**src/sv/dfl_pkg.sv**
```systemverilog
// Shared types, register codes and exp tables for the box decoder.
package dfl_pkg;

  localparam logic [2:0] CFG_CLASS_COUNT     = 3'd0;
  localparam logic [2:0] CFG_BINS_PER_SIDE   = 3'd1;
  localparam logic [2:0] CFG_GRID_WIDTH      = 3'd2;
  localparam logic [2:0] CFG_GRID_HEIGHT     = 3'd3;
  localparam logic [2:0] CFG_STRIDE_LOG2     = 3'd4;
  localparam logic [2:0] CFG_LOGIT_THRESHOLD = 3'd5;

  typedef struct packed {
    logic accept;
    logic mul;
    logic exp1;
    logic exp_logit;
    logic exp2;
    logic acc;
    logic div_start;
    logic div_score;
    logic div_store;
    logic emit;
    logic cell_done;
  } dfl_cmd_t;

  typedef struct packed {
    logic in_is_bin;
    logic in_last;
    logic last;
    logic keep;
    logic side_last;
    logic extent_ok;
    logic div_done;
    logic out_free;
  } dfl_sts_t;

  // exp of the integer part, Q.24
  function automatic logic [34:0] exp_int(input logic [3:0] i);
    logic [34:0] r;
    unique case (i)
      4'd0:  r = 35'd5628;
      4'd1:  r = 35'd15299;
      4'd2:  r = 35'd41587;
      4'd3:  r = 35'd113044;
      4'd4:  r = 35'd307285;
      4'd5:  r = 35'd835288;
      4'd6:  r = 35'd2270549;
      4'd7:  r = 35'd6171993;
      4'd8:  r = 35'd16777216;
      4'd9:  r = 35'd45605201;
      4'd10: r = 35'd123967790;
      4'd11: r = 35'd336979391;
      4'd12: r = 35'd916004956;
      4'd13: r = 35'd2489959627;
      4'd14: r = 35'd6768412009;
      default: r = 35'd18398451365;
    endcase
    return r;
  endfunction

  // exp of the upper fraction nibble, Q.14
  function automatic logic [15:0] exp_hi(input logic [3:0] i);
    logic [15:0] r;
    unique case (i)
      4'd0:  r = 16'd16384;
      4'd1:  r = 16'd17441;
      4'd2:  r = 16'd18566;
      4'd3:  r = 16'd19763;
      4'd4:  r = 16'd21037;
      4'd5:  r = 16'd22394;
      4'd6:  r = 16'd23839;
      4'd7:  r = 16'd25376;
      4'd8:  r = 16'd27013;
      4'd9:  r = 16'd28755;
      4'd10: r = 16'd30609;
      4'd11: r = 16'd32583;
      4'd12: r = 16'd34685;
      4'd13: r = 16'd36922;
      4'd14: r = 16'd39303;
      default: r = 16'd41838;
    endcase
    return r;
  endfunction

  // exp of the lower fraction nibble, Q.15
  function automatic logic [15:0] exp_lo(input logic [3:0] i);
    logic [15:0] r;
    unique case (i)
      4'd0:  r = 16'd32768;
      4'd1:  r = 16'd32896;
      4'd2:  r = 16'd33025;
      4'd3:  r = 16'd33154;
      4'd4:  r = 16'd33284;
      4'd5:  r = 16'd33414;
      4'd6:  r = 16'd33545;
      4'd7:  r = 16'd33676;
      4'd8:  r = 16'd33808;
      4'd9:  r = 16'd33940;
      4'd10: r = 16'd34073;
      4'd11: r = 16'd34207;
      4'd12: r = 16'd34341;
      4'd13: r = 16'd34475;
      4'd14: r = 16'd34610;
      default: r = 16'd34745;
    endcase
    return r;
  endfunction

  // zero reads as one, values above the limit read as the limit
  function automatic logic [8:0] limit_reg(input logic [7:0] v, input int unsigned top);
    logic [8:0] r;
    if (v == 8'd0) r = 9'd1;
    else if (32'(v) > top) r = top[8:0];
    else r = {1'b0, v};
    return r;
  endfunction

endpackage

```
**src/sv/dfl_ctrl.sv**
```systemverilog
// Controller: sequences element accumulation and the end-of-cell divisions.
module dfl_ctrl (
  input  logic              clk,
  input  logic              rst_n,
  input  logic              in_valid,
  output logic              in_ready,
  input  logic              cfg_valid,
  output logic              cfg_ready,
  input  dfl_pkg::dfl_sts_t sts,
  output dfl_pkg::dfl_cmd_t cmd
);
  import dfl_pkg::*;

  localparam logic [3:0] S_IDLE   = 4'd0;
  localparam logic [3:0] S_MUL    = 4'd1;
  localparam logic [3:0] S_EXP1   = 4'd2;
  localparam logic [3:0] S_EXP2   = 4'd3;
  localparam logic [3:0] S_ACC    = 4'd4;
  localparam logic [3:0] S_END    = 4'd5;
  localparam logic [3:0] S_DSTART = 4'd6;
  localparam logic [3:0] S_DWAIT  = 4'd7;
  localparam logic [3:0] S_CHKZ   = 4'd8;
  localparam logic [3:0] S_SEXP1  = 4'd9;
  localparam logic [3:0] S_SEXP2  = 4'd10;
  localparam logic [3:0] S_SSTART = 4'd11;
  localparam logic [3:0] S_SWAIT  = 4'd12;
  localparam logic [3:0] S_EMIT   = 4'd13;
  localparam logic [3:0] S_DONE   = 4'd14;

  logic [3:0] state_r, state_nxt;

  // a register write takes priority over a waiting element
  assign in_ready  = (state_r == S_IDLE) && !cfg_valid;
  assign cfg_ready = (state_r == S_IDLE);

  always_comb begin
    cmd       = '0;
    state_nxt = state_r;
    unique case (state_r)
      S_IDLE: begin
        if (in_valid && !cfg_valid) begin
          cmd.accept = 1'b1;
          if (sts.in_is_bin) state_nxt = S_MUL;
          else if (sts.in_last) state_nxt = S_END;
        end
      end
      S_MUL: begin
        cmd.mul   = 1'b1;
        state_nxt = S_EXP1;
      end
      S_EXP1: begin
        cmd.exp1  = 1'b1;
        state_nxt = S_EXP2;
      end
      S_EXP2: begin
        cmd.exp2  = 1'b1;
        state_nxt = S_ACC;
      end
      S_ACC: begin
        cmd.acc   = 1'b1;
        state_nxt = sts.last ? S_END : S_IDLE;
      end
      S_END:    state_nxt = sts.keep ? S_DSTART : S_DONE;
      S_DSTART: begin
        cmd.div_start = 1'b1;
        state_nxt     = S_DWAIT;
      end
      S_DWAIT: begin
        if (sts.div_done) begin
          cmd.div_store = 1'b1;
          state_nxt     = sts.side_last ? S_CHKZ : S_DSTART;
        end
      end
      S_CHKZ:   state_nxt = sts.extent_ok ? S_SEXP1 : S_DONE;
      S_SEXP1: begin
        cmd.exp1      = 1'b1;
        cmd.exp_logit = 1'b1;
        state_nxt     = S_SEXP2;
      end
      S_SEXP2: begin
        cmd.exp2  = 1'b1;
        state_nxt = S_SSTART;
      end
      S_SSTART: begin
        cmd.div_start = 1'b1;
        cmd.div_score = 1'b1;
        state_nxt     = S_SWAIT;
      end
      S_SWAIT: begin
        cmd.div_score = 1'b1;
        if (sts.div_done) begin
          cmd.div_store = 1'b1;
          state_nxt     = S_EMIT;
        end
      end
      S_EMIT: begin
        if (sts.out_free) begin
          cmd.emit  = 1'b1;
          state_nxt = S_DONE;
        end
      end
      S_DONE: begin
        cmd.cell_done = 1'b1;
        state_nxt     = S_IDLE;
      end
      default: state_nxt = S_IDLE;
    endcase
  end

  always_ff @(posedge clk) begin
    if (!rst_n) state_r <= S_IDLE;
    else state_r <= state_nxt;
  end
endmodule
```
**config.mk**
```make
export PLATFORM = sky130hd
export DESIGN_NAME = dfl_ctrl
export DESIGN_NICKNAME = d
export VERILOG_FILES = /design/src/sv/dfl_pkg.sv /design/src/sv/dfl_ctrl.sv
export SDC_FILE = /design/constraint.sdc
export NUM_CORES = 1
export LEC_CHECK = 0
export BUFFER_PORTS_ARGS = -buffer_cell sky130_fd_sc_hd__buf_2
export CAP_MARGIN = 25
export CORE_MARGIN = 10
export CORE_UTILIZATION = 35
export DETAILED_ROUTE_END_ITERATION = 12
export HOLD_SLACK_MARGIN = 0.08
export SETUP_SLACK_MARGIN = 0.2
export SLEW_MARGIN = 20
export SYNTH_ARGS = -nofsm -noshare
export SYNTH_HDL_FRONTEND = slang
export SYNTH_SLANG_ARGS = --single-unit
```
**constraint.sdc**
```tcl
create_clock -name clk -period 4.3 [get_ports clk]
set_input_delay 0.86 -clock clk [delete_from_list [all_inputs] [get_ports clk]]
set_output_delay 0.86 -clock clk [all_outputs]
set_load 0.02 [all_outputs]
```
After elaboration in Yosys (flattened, before gate mapping)
Cells that the tools add are included.

word-level totals
  RAM bits = 0
  memory bits (read-only) = 0
  memories = 0
  bits in latches = 0
  bits in registers = 4
  bits of input ports = 12

operators by class
  $lt $le $gt $ge = 0
  muxes and demuxes = 25
  bitwise logic cells = 0
  add/subtract/negate cells = 0
  reductions and logical operators = 10
  multipliers = 0
  shifts and indexed selects = 0
  equal/unequal tests = 19
  divide/modulo/power cells = 0

operator list
  kind                                                  number
  case mux 4 bit (14 select lines)                      1
  two-way mux 4 bit                                     8
  equality test 4 bit (second input constant)           7
  equality test 4 x 3 -> 1 bit (second input constant)  4
  two-way mux 1 bit                                     14
  OR reduction 2 bit                                    5
  equality test 4 x 2 -> 1 bit (second input constant)  2
  two-way mux 3 bit                                     2
  != test 2 bit (second input constant)                 3
  AND reduction 5 bit                                   1
  equality test 4 x 1 -> 1 bit (second input constant)  1
  logical NOT 4 bit                                     1
  != test 3 x 1 -> 1 bit (second input constant)        1
  logical AND 1 bit                                     2
  != test 2 x 1 -> 1 bit (second input constant)        1
  logical NOT 1 bit                                     1

Depth between registers and ports, before layout
Gate-level depths: netlist (run 1).

  depth in word-level cells = 4
  gate-level depth with buffers = 6

Worst setup path before layout (run 1)
No wires, ideal clock.

  path kind = register to output
  start point = register state_r[3]
  end point = output cmd[10] in the netlist's numbering
  buffers on the path = 1
  stages on the path, launching flop included = 5
  path slack = 1.743 ns
  required time = 3.440 ns
  arrival = 1.697 ns
  cell sequence = dfxtp_1 > buf_6 > nor4_2 > nor2b_1 > and2_1

RTL lines
  item                      line             text
  start: declaration        dfl_ctrl.sv:30   logic [3:0] state_r, state_nxt;
  start signal: assignment  dfl_ctrl.sv:112  else state_r <= state_nxt;
  end: declaration          dfl_ctrl.sv:10   output dfl_pkg::dfl_cmd_t cmd

==> results.ini, run 1 <==
[grt]
grt_max_degree=22
grt_pass1_wl_microns=2330
grt_overflow=0
first_global_vias=479
groute.usage.overall_pct=8.22
initial_antenna_violation_count=0

[worst_setup_path]
cp_num_buf_inv=1
setup.reg_to_reg.worst_slack_ns=2.38
path_depth=4
critPathSlowestCell=sky130_fd_sc_hd__dfxtp_1
crit_required_ns=3.44
cp.arrival_ns=1.68
start_kind=flip-flop
critical_path_peak_fanout=19
cpPeakStageDelay_ns=0.70
endpoint_kind=output pin
critical_path.top_delay_family=flip-flops
ff2ff_path_depth=5
r2r-start=state_r[0]
r2r-end=state_r[3]
critical_path_cell_list=nor2b_1, nand3_1, nor2_1, buf_2
critPathKind=flip-flop to output pin
critPathLaunch=state_r[0]
critPathCapture=cmd[1]

[sta]
achievable-frequency_mhz=394
tightestPinTransition_ns=0.627
rsz_0062_raised_after_global_routing=no
setup_violating_endpoint_count_in_the_final_report=0
min_period_over_period_pct=59.0
fin_worst_hold_slack_ns=0.730
slew_headroom_pct=58.1
fin_worst_skew_ns=0.00715
final_slew_violations=0
fin_crit_ns=2.54
timing.setup.tns_ns=0
final_hold_viol_count=0

[power_and_ir_drop]
power-per-cell-area_nw_per_um2=592
leakage_nw=0.298
peakVddDrop_mv=0.326
post-layout-total-power_mw=0.363

[final_layout]
layout-drive-gt1-share_pct=31.6
layout_commonest_cell=sky130_fd_sc_hd__buf_2
final_net_count=109
area.growth.synth_to_final_pct=23.1
fill_cells=136
mostFrequentLayoutCells=sky130_fd_sc_hd__buf_2 (24), sky130_fd_sc_hd__nor2_1 (11), sky130_fd_sc_hd__nand2_1 (9)
max_ffs_per_register=4
largestRegisters=state_r x4
top_register=state_r
antennaDiodeCount=0

[synthesis]
seq_area_frac_synth_pct=16.1
post-synth-top-area-cell=sky130_fd_sc_hd__dfxtp_1
syn_inst=76
synth_warnings=0
syn_area_sq_um=498
synth_top_cell_area_share_pct=16.1
yosys_register_bits=4
netlist-cell-type-count=32
synthesis.nets=88
synth_area_per_inst_sq_um=6.55
synth_top_area_cells=sky130_fd_sc_hd__dfxtp_1 (16%), sky130_fd_sc_hd__nor2_1 (8.3%), sky130_fd_sc_hd__nand2_1 (6.8%)

[floorplanning]
io_pins=25
chipHeight_microns=57.7
initial_utilization_pct=37.8
fp.dieArea_sq_um=3330
floorplan.core_area_sq_um=1320
die_width_microns=57.7
floorplan.rows=13

[clock_network]
cts_made_buffers=3
clockRootBuffer=sky130_fd_sc_hd__clkbuf_4
hold_buffers=0
clkSinkCount=4
cts.htree.levels=1
cts_resized=0
clkTransAtPathRegs_ns=0.04
worstSkewPairLatency_ns=0.24
cts_setup_buffers=0
clk_path_buf_depth=2
cts_tree=done

[route]
drtPass1Iterations=2
postRouteAntennaNets=0
route.detailed.wl_per_inst_microns=13.1
drt_iter0_drc=3
detail_route.vias_per_cell=5.23
detail_route.wirelength_microns=1450
routed_vias=575
drc=0

[place]
port-buffer-count=24
gpl.final_weighted_congestion=0.734
dp.final_hpwl_microns=1060

[status]
status=finished, final reports clean

[run]
drv_cap=0

[min_path]
holdCritPathClass=flip-flop to flip-flop

area by class of cell:
class	instances	area, sq um	share of cell area (%)
inverters	2	7.51	1.22
well taps	15	18.8	3.06
multi-input cells	62	364	59.4
flip-flops and latches	4	80.1	13.1
repair buffers	24	120	19.6
clock buffers	3	22.5	3.67
worst min-delay path, stage by stage, from the launching register on:
cell                      delay (ns)
sky130_fd_sc_hd__dfxtp_1        0.49
sky130_fd_sc_hd__nand2_1        0.14
sky130_fd_sc_hd__o21ai_1        0.05
synthesized netlist by cell type (all sizes together):
library cell,count
or4,1
o22ai,1
o21ai,8
nor4b,1
nor4,1
nand3b,1
clkbuf,4
a21oi,2
or4b,1
inv,2
dfxtp,4
nand4,1
o21a,1
nor3b,3
and3b,2
nor2b,3
buf,4
and2,5
nor3,2
a41o,1
o211ai,1
nand3,2
nor2,11
nand2b,1
a41oi,1
o221a,1
nand2,9
a211o,1
xnor2,1
report_power, final:
group          switching (mW)  leakage (nW)  internal [mW]
combinational           0.110         0.251         0.0931
clock                  0.0152        0.0138         0.0312
sequential             0.0633        0.0328         0.0503
total                   0.188         0.298          0.175
stage by stage:
stage	instances	utilization, %	worst slack [ns]	instance area [sq um]
after floorplan	76	-	1.74	498
after global placement	107	44.8	2.07	591
after detailed placement	107	44.8	2.04	591
after CTS	110	46.5	1.76	613
after global routing	110	46.5	1.59	613
final	110	46.5	1.76	613
metal layers:
metal  wire length [microns]  track usage (%)  part of all wire [%]  vias up
met5                       0                0                     0        -
met4                       0             2.01                     0        0
met3                     130             4.14                   9.0        0
met2                     637             11.3                    44       20
met1                     677             10.9                    47      249
li1                        -                -                     -      306
logic make-up (layout without fill, tap and decap cells):
family                 count (synthesis)  after routing  share of synthesized area [%]
AND/OR/NAND/NOR                       44             44                           49.0
XOR/XNOR                               1              1                           1.76
flip-flops                             4              4                           16.1
AO/OA/AOI/OAI                         17             17                           22.4
buffers and inverters                 10             29                           10.8
how the worst min path moves through the flow:
stage                     startpoint    endpoint  slack [ns]  cells after the start
after floorplan           state_r[1]  state_r[0]        0.60                      2
after global placement    state_r[1]  state_r[1]        0.72                      2
after detailed placement  state_r[1]  state_r[1]        0.72                      2
after CTS                 state_r[1]  state_r[1]        0.73                      2
after global routing      state_r[1]  state_r[1]        0.79                      2
final                     state_r[1]  state_r[1]        0.73                      2
(Power assumes the default switching activity.)
==> run 2: changes to the inputs <==
--- a/config.mk
+++ b/config.mk
@@ -11,6 +11,7 @@
 export CORE_UTILIZATION = 35
 export DETAILED_ROUTE_END_ITERATION = 12
 export HOLD_SLACK_MARGIN = 0.08
+export PLACE_DENSITY = 0.66
 export SETUP_SLACK_MARGIN = 0.2
 export SLEW_MARGIN = 20
 export SYNTH_ARGS = -nofsm -noshare
==> constraint.sdc (replaced) <==
create_clock -name clk -period 2.2 [get_ports clk]
set_input_delay 0.44 -clock clk [delete_from_list [all_inputs] [get_ports clk]]
set_output_delay 0.44 -clock clk [all_outputs]
set_load 0.02 [all_outputs]
==> run 2 against run 1 <==
Sequential share of layout area rose by 0.14 points. Final cell count rose by 1.8%. Die area did not move. First-iteration DRC count rose to 5.3 times the previous value. Total power rose by 110%.
==> results.ini, run 2 (synthesis gave the netlist of run 1 again) <==
[status]
status=finished, final reports clean  ; unchanged

[sta]
timing.setup.tns_ns=0  ; unchanged
final_slew_violations=0  ; unchanged
fin_crit_ns=1.88
final_hold_viol_count=0  ; unchanged
min_period_over_period_pct=85.3
tightestPinTransition_ns=0.365  ; was 0.627 ns
slew_headroom_pct=75.6  ; was 58.1%
achievable-frequency_mhz=533
rsz_0062_raised_after_global_routing=no  ; unchanged
setup_violating_endpoint_count_in_the_final_report=0  ; unchanged
fin_worst_skew_ns=0.00431  ; was 0.00715 ns
fin_ws_ns=0.323  ; was 1.76 ns

[floorplanning]
floorplan.rows=13  ; unchanged
io_pins=25  ; unchanged
fp.dieArea_sq_um=3330  ; unchanged
chipHeight_microns=57.7  ; unchanged
die_width_microns=57.7  ; unchanged
initial_utilization_pct=37.8  ; unchanged
floorplan.core_area_sq_um=1320  ; unchanged

[worst_setup_path]
cp.arrival_ns=1.44  ; was 1.68 ns
start_kind=flip-flop  ; unchanged
critical_path_peak_fanout=21  ; was 19
endpoint_kind=output pin  ; unchanged
crit_required_ns=1.76  ; was 3.44 ns
critPathKind=flip-flop to output pin  ; unchanged

[route]
postRouteAntennaNets=0  ; unchanged
drtPass1Iterations=4  ; was 2
route.detailed.wl_per_inst_microns=12.9  ; was 13.1 microns
routed_vias=600  ; was 575
drt_iter0_drc=16  ; was 3
drc=0  ; unchanged
detail_route.vias_per_cell=5.36  ; was 5.23
detail_route.wirelength_microns=1440  ; was 1450 microns

[clock_network]
hold_buffers=0  ; unchanged
cts.htree.levels=1  ; unchanged
clk_path_buf_depth=2  ; unchanged
clkSinkCount=4  ; unchanged
clkTransAtPathRegs_ns=0.03  ; was 0.04 ns
clockRootBuffer=sky130_fd_sc_hd__clkbuf_4  ; unchanged
cts_tree=done  ; unchanged
worstSkewPairLatency_ns=0.23  ; was 0.24 ns
cts_setup_buffers=0  ; unchanged
cts_made_buffers=3  ; unchanged

[place]
dp.cells=109  ; was 107
dp.final_hpwl_microns=1080  ; was 1060 microns
gpl.final_weighted_congestion=0.739  ; was 0.734
port-buffer-count=24  ; unchanged
post-place-ws_ns=0.400  ; was 2.04 ns

[power_and_ir_drop]
power-per-cell-area_nw_per_um2=1180  ; was 592 nW/um^2
post-layout-total-power_mw=0.760  ; was 0.363 mW
peakVddDrop_mv=0.530  ; was 0.326 mV
leakage_nw=0.315  ; was 0.298 nW

[final_layout]
max_ffs_per_register=4  ; unchanged
largestRegisters=state_r x4  ; unchanged
layout_commonest_cell=sky130_fd_sc_hd__buf_2  ; unchanged
final_net_count=111  ; was 109
top_register=state_r  ; unchanged
antennaDiodeCount=0  ; unchanged
final_cells=112  ; was 110
mostFrequentLayoutCells=sky130_fd_sc_hd__buf_2 (24), sky130_fd_sc_hd__nor2_1 (11), sky130_fd_sc_hd__nand2_1 (9)  ; unchanged
layout-drive-gt1-share_pct=38.1  ; was 31.6%
fill_cells=151  ; was 136
area.growth.synth_to_final_pct=29.4  ; was 23.1%

[grt]
initial_antenna_violation_count=0  ; unchanged
grt_overflow=0  ; unchanged
first_global_vias=505  ; was 479
grt_max_degree=22  ; unchanged
groute.usage.overall_pct=7.75  ; was 8.22%
grt_pass1_wl_microns=2200  ; was 2330 microns

[run]
drv_cap=0  ; unchanged

[min_path]
holdCritPathClass=input port to flip-flop  ; was flip-flop to flip-flop

-- run 2: metal layers --
layer	part of all wire [%]	track usage (%)
met1	43	9.59
met5	0	0
met4	0	2.01
met2	46	11.0
met3	10	4.58
-- run 2: what timing repair did --
| action | CTS | global route |
|---|---|---|
| gates cloned | 0 | 0 |
| setup endpoints to repair | 3 | 4 |
| gates resized for setup | 2 | 2 |
-- run 2: metrics by stage --
stage	instance area (sq um)	hold WS, ns	utilization, %
after detailed placement	617	0.654	46.8
after global routing	644	0.476	48.9
after global placement	617	0.644	46.8
after floorplan	509	0.554	-
final	644	0.481	48.9
after CTS	642	0.475	48.7
-- run 2: path summary, 6_finish.rpt --
kind,startpoint,endpoint,slack (ns),cells after the start
max,state_r[2],cmd[10],0.32,4
min,rst_n,state_r[3],0.48,3
max reg2reg,state_r[3],state_r[3],0.60,5
min reg2reg,state_r[1],state_r[1],0.57,2
-- run 2: cell type report --
cell class | count | area, sq um | area share [%]
clock buffers | 3 | 22.5 | 3.50
multi-input cells | 62 | 375 | 58.3
flip-flops and latches | 4 | 85.1 | 13.2
repair buffers | 26 | 135 | 21.0
inverters | 2 | 7.51 | 1.17
well taps | 15 | 18.8 | 2.91
-- run 2: power breakdown --
part | internal, mW | total, mW | switching (mW)
clock network | 0.0609 | 0.0891 | 0.0283
registers | 0.104 | 0.206 | 0.101
logic | 0.213 | 0.465 | 0.252
total | 0.378 | 0.760 | 0.381
-- run 2: worst max-delay path: stages (launching register included) --
cell and delay (ns):
sky130_fd_sc_hd__dfxtp_2 0.42, sky130_fd_sc_hd__nor4_4 0.33, sky130_fd_sc_hd__nor2b_2 0.19, sky130_fd_sc_hd__and2_1 0.12, sky130_fd_sc_hd__buf_2 0.15
